<file path="config.mk">
export PLATFORM = sky130hd
export DESIGN_NAME = pipt_cell
export DESIGN_NICKNAME = d
export VERILOG_FILES = /design/src/sv/pipt_pkg.sv /design/src/sv/pipt_cell.sv
export SDC_FILE = /design/constraint.sdc
export NUM_CORES = 2
export LEC_CHECK = 0
export ABC_AREA = 0
export BUFFER_PORTS_ARGS = -buffer_cell sky130_fd_sc_hd__buf_2
export CAP_MARGIN = 10
export CORE_MARGIN = 4
export CORE_UTILIZATION = 40
export DETAILED_ROUTE_END_ITERATION = 6
export MAX_ROUTING_LAYER = met4
export PLACE_DENSITY_LB_ADDON = 0.12
export SETUP_SLACK_MARGIN = 0.5
export SLEW_MARGIN = 20
export SYNTH_ARGS = -nofsm -noshare
export SYNTH_HDL_FRONTEND = slang
export SYNTH_SLANG_ARGS = --single-unit
</file>
<file path="constraint.sdc">
create_clock -name clk -period 27 [get_ports clk]
set_input_delay 5.4 -clock clk [delete_from_list [all_inputs] [get_ports clk]]
set_output_delay 5.4 -clock clk [all_outputs]
set_load 0.01 [all_outputs]
</file>
<file path="src/sv/pipt_pkg.sv">
// Shared types, constants and reset map for the point-in-polygon test block.
package pipt_pkg;

  localparam int COORD_W   = 16;
  localparam int PROD_W    = 2 * (COORD_W + 1);
  // Highest cell count the row can have, and slots a load can address.
  localparam int CELL_CAP  = 16;
  localparam int STORE_CAP = 8;

  typedef logic signed [COORD_W-1:0]  coord_t;
  typedef logic signed [COORD_W:0]    diff_t;
  typedef logic signed [PROD_W-1:0]   prod_t;
  typedef logic [3:0]                 vcount_t;
  typedef logic [2:0]                 vidx_t;

  localparam logic ACT_LOAD = 1'b0;
  localparam logic ACT_TEST = 1'b1;

  // Test point travelling down the cell row with the previous vertex and parity.
  typedef struct packed {
    logic   valid;
    coord_t tx;
    coord_t ty;
    coord_t px;
    coord_t py;
    logic   parity;
  } token_t;

  // Vertex write broadcast to all cells.
  typedef struct packed {
    logic   en;
    vidx_t  index;
    coord_t x;
    coord_t y;
  } vtx_wr_t;

  // Default map (-5,-5) (5,-5) (5,1) (1,1) (1,5) (-5,5) in Q8.8, zero elsewhere.
  function automatic coord_t def_x(input int k);
    coord_t v;
    case (k)
      0:       v = -16'sd1280;
      1:       v = 16'sd1280;
      2:       v = 16'sd1280;
      3:       v = 16'sd256;
      4:       v = 16'sd256;
      5:       v = -16'sd1280;
      default: v = '0;
    endcase
    return v;
  endfunction

  function automatic coord_t def_y(input int k);
    coord_t v;
    case (k)
      0:       v = -16'sd1280;
      1:       v = -16'sd1280;
      2:       v = 16'sd256;
      3:       v = 16'sd256;
      4:       v = 16'sd1280;
      5:       v = 16'sd1280;
      default: v = '0;
    endcase
    return v;
  endfunction

endpackage

</file>
<file path="src/sv/pipt_cell.sv">
// One cell of the ray-casting row: holds one vertex and tests one polygon edge.
module pipt_cell #(
  parameter int                 CELL_INDEX = 0,
  parameter bit                 HAS_STORE  = 1'b1,
  parameter logic signed [15:0] RST_X      = 16'sd0,
  parameter logic signed [15:0] RST_Y      = 16'sd0
) (
  input  logic              clk,
  input  logic              rst,
  input  pipt_pkg::vcount_t n_used,
  input  pipt_pkg::vtx_wr_t wr,
  input  pipt_pkg::token_t  tok_in,
  output pipt_pkg::token_t  tok_out,
  output pipt_pkg::coord_t  vx,
  output pipt_pkg::coord_t  vy
);
  import pipt_pkg::*;

  coord_t vx_q, vy_q;

  // vertex storage; cells past the loadable slots hold a zero vertex
  generate
    if (HAS_STORE) begin : g_store
      always_ff @(posedge clk) begin
        if (rst) begin
          vx_q <= RST_X;
          vy_q <= RST_Y;
        end else if (wr.en && wr.index == 3'(CELL_INDEX)) begin
          vx_q <= wr.x;
          vy_q <= wr.y;
        end
      end
    end else begin : g_zero
      assign vx_q = '0;
      assign vy_q = '0;
    end
  endgenerate

  assign vx = vx_q;
  assign vy = vy_q;

  // stage 1: straddle check, differences, two products
  coord_t tx, ty, px, py;
  diff_t  dy, dx_t, dx_j, dy_t;
  prod_t  lhs_c, rhs_c;
  logic   active, straddle;

  assign tx = tok_in.tx;
  assign ty = tok_in.ty;
  assign px = tok_in.px;
  assign py = tok_in.py;

  always_comb begin
    active   = tok_in.valid && (4'(CELL_INDEX) < n_used);
    straddle = (vy_q > ty) != (py > ty);
    dy       = {py[15], py} - {vy_q[15], vy_q};
    dx_t     = {tx[15], tx} - {vx_q[15], vx_q};
    dx_j     = {px[15], px} - {vx_q[15], vx_q};
    dy_t     = {ty[15], ty} - {vy_q[15], vy_q};
    lhs_c    = dx_t * dy;
    rhs_c    = dx_j * dy_t;
  end

  logic   s1_valid;
  logic   s1_cross_en, s1_dy_pos, s1_parity;
  prod_t  s1_lhs, s1_rhs;
  coord_t s1_tx, s1_ty;

  always_ff @(posedge clk) begin
    if (rst) begin
      s1_valid <= 1'b0;
    end else begin
      s1_valid <= tok_in.valid;
    end
  end

  always_ff @(posedge clk) begin
    s1_cross_en <= active && straddle;
    s1_dy_pos   <= dy > 0;
    s1_lhs      <= lhs_c;
    s1_rhs      <= rhs_c;
    s1_tx       <= tx;
    s1_ty       <= ty;
    s1_parity   <= tok_in.parity;
  end

  // stage 2: compare, flipped for a downward edge, toggle parity
  logic crossed;
  assign crossed = s1_cross_en && (s1_dy_pos ? (s1_lhs < s1_rhs) : (s1_lhs > s1_rhs));

  always_ff @(posedge clk) begin
    tok_out.tx     <= s1_tx;
    tok_out.ty     <= s1_ty;
    tok_out.px     <= vx_q;
    tok_out.py     <= vy_q;
    tok_out.parity <= s1_parity ^ crossed;
    if (rst) begin
      tok_out.valid <= 1'b0;
    end else begin
      tok_out.valid <= s1_valid;
    end
  end

endmodule

</file>
==> qor.csv <==
stage,metric,value,unit
global_route,grt_pass1_vias,24118,
logic_synthesis,syn-cell-area,30400,um2
logic_synthesis,synthXorXnorAreaFrac,4.31,%
cells_and_area,mostFrequentLayoutCells,"712 x inv_1, 596 x fa_1, 411 x nand2_1",
logic_synthesis,ys_ff_latch,202,
logic_synthesis,synthFlopType,dfxtp_1,
logic_synthesis,ys_seq_area_share,13.3,%
logic_synthesis,async_flop_share,0,%
logic_synthesis,synth-compound-area-share,7.93,%
floorplanning,die_h,284,um
sta,relSlewSlack,27.3,%
sta,fin_crit_sh,51.2,%
worst_setup_path,worst_ep_required_time,27.49,ns
clocking,cts_tree,built,
clocking,clk_latency,0.57,ns
clocking,cts_buffer_depth,3,
routing,wl_per_cell,20.0,um
logic_synthesis,synth-edff-count,0,
place,hpwl,76500,um
place,gp_congestion,0.915,
worst_setup_path,critPathKind,primary input to flip-flop,
place,io_buffers,205,
worst_setup_path,cp-end-kind,flip-flop,
routing,postRouteAntennaNets,0,
global_route,gr-total-overflow,0,
worst_setup_path,cpMostUsedCell,fa_1,
sta,hold_viol,0,
routing,via_per_inst,5.03,
worst_setup_path,cp-start-kind,primary input,
floorplanning,row_count,100,
worst_setup_path,crit_slowest_cell,o211ai_1,
cells_and_area,fill_cells,7413,
cells_and_area,syn2layout_area_growth,11.1,%
logic_synthesis,synthMuxAreaShare,0.136,%
clocking,post_cts_buffers,0,
clocking,cts.sinks,202,
cells_and_area,fin_nets,4528,
sta,worst_hold_slack,0.323,ns
cells_and_area,instances_no_fill,4533,
global_route,antenna_found_initial,7,
logic_synthesis,synth-adder-area-share,50.9,%
hold_path,min_path_type,flip-flop to flip-flop,
floorplanning,core,74800,um2
sta,clock.fmax,0.0724,GHz
global_route,grt_max_degree,35,
floorplanning,die-area,80500,um2
logic_synthesis,ys_warn_count,0,
worst_setup_path,startpoint,tok_in[49],
sta,worst_pin_slew,1.08,ns
clocking,htreeDepth,1,
logic_synthesis,yosys.area_share.simple,13.5,%
worst_setup_path,slowest_delay,0.64,ns
global_route,grt_first_pass_wirelength,142000,um
run_status,outcome,"complete, no violations",
cells_and_area,layout_commonest_cell,inv_1,
clocking,root_buffer,clkbuf_16,
clocking,clkTransAtPathRegs,0.06,ns
job,drv_cap,0,
clocking,post_cts_resized,0,
routing,dr.pass1.iters,5,
routing,route.detailed.drc,0,
sta,setup_tns,0,ns
logic_synthesis,syn_nets,4314,
worst_setup_path,cp_max_fo,6,
logic_synthesis,avgSynthCellArea,9.14,um2
clocking,numCtsBuffers,27,
worst_setup_path,arrival,14.31,ns
global_route,grt_use_total,23.6,%
sta,rsz0062_at_grt,false,
hold_path,hp-start,s1_tx[5],
routing,drtIter0Drc,1421,
logic_synthesis,yosysUniqueCellTypes,73,
place,post-place-cells,4480,
sta,drv_slew,0,
routing,wirelength,90700,um
sta,clock-skew-final,0.0285,ns
sta,setup_viol,0,
clocking,cts_hold_buf,0,
floorplanning,start_util,40.6,%
logic_synthesis,synth_top_family_by_area,adder cells,
worst_setup_path,reg2reg_from,vx[0],
floorplanning,num_io_pins,206,
floorplanning,die_width,284,um
cells_and_area,drive_gt1_share,9.78,%
logic_synthesis,synthCells,3326,
cells_and_area,final_util,45.1,%
sta,fin_crit,13.82,ns
routing,vias,22782,
-- metrics by stage --
stage,setup WS [ns],instance area [um2]
after CTS,13.32,33700
after global routing,12.70,33800
after global placement,12.83,32800
final,13.18,33800
after detailed placement,12.73,32800
after floorplan,14.08,30400
-- worst paths after layout --
path                 end  slack (ns)  cells after the start
max           s1_lhs[32]       13.18                     31
min          tok_out[54]        0.32                      0
max reg2reg   s1_lhs[32]       17.50                     29
min reg2reg  tok_out[54]        0.32                      0
-- metal layers --
layer | track usage (%) | share of wire (%) | vias up
met1 | 30.4 | 42 | 11279
met5 | - | 0 | -
met4 | 6.79 | 3.7 | 0
li1 | - | - | 10620
met3 | 4.16 | 7.0 | 125
met2 | 38.4 | 47 | 758
-- critical path: cells and delay by family --
family                   cells  cell delay, ns
AO/OA/AOI/OAI               10            3.09
XOR/XNOR                     1            0.59
adder cells (fa/ha/maj)      9            3.95
buffers and inverters        7            0.44
AND/OR/NAND/NOR              4            0.82
-- state kept, by name (all words and copies together), names as in the netlist, 16 cells and up --
name     flops
vx          16
s1_ty       16
s1_tx       16
tok_out     66
vy          16
s1_rhs      34
s1_lhs      34
-- area by class of cell --
cell class | count | area [um2] | share of cell area, %
timing repair buffer | 268 | 1500 | 4.44
tap | 969 | 1210 | 3.59
multi-input combinational | 2329 | 23400 | 69.4
inverter | 712 | 2670 | 7.92
sequential | 202 | 4040 | 12.0
antenna | 4 | 10.0 | 0.0297
clock inverter | 16 | 198 | 0.586
clock buffer | 33 | 708 | 2.10
-- Yosys cell counts (all sizes together) (4+ instances only) --
cell type,n,area (um2)
o31a,7,61.3
and3,8,50.1
and2,43,269
o31ai,12,90.1
o211ai,13,97.6
fa,596,11900
o221ai,4,35.0
a31oi,11,68.8
inv,712,2670
buf,12,62.6
or3,5,36.3
nand2b,38,238
a21oi,123,619
o21bai,11,82.6
xnor2,102,908
a21o,44,330
o311ai,5,51.3
nand3,21,105
nor2b,56,350
o21a,22,165
a211oi,11,82.6
a2111oi,4,37.5
xor2,44,400
nand4,16,100
nand3b,5,37.5
nor2,282,1060
o21ai,51,255
o2111ai,5,43.8
clkbuf,71,267
o41ai,7,95.1
or2,8,50.1
dfxtp,202,4040
ha,284,3550
a211o,7,61.3
a31o,4,35.0
nor3,30,150
a221oi,5,43.8
nand2,411,1540
-- kinds of logic (layout without fill, tap and decap cells) --
family,after synthesis,in the layout
and+or+nand+nor,936,936
adders and majority gates,880,880
buffers and inverters,795,1029
AOI/OAI and AO/OA,363,363
DFF,202,202
xor gates and xnor gates,146,146
muxes,4,4
other,0,4
Power is left out: the tool's default activity adds up to more than one toggle a clock period on the data nets, which glitch-free logic cannot reach.
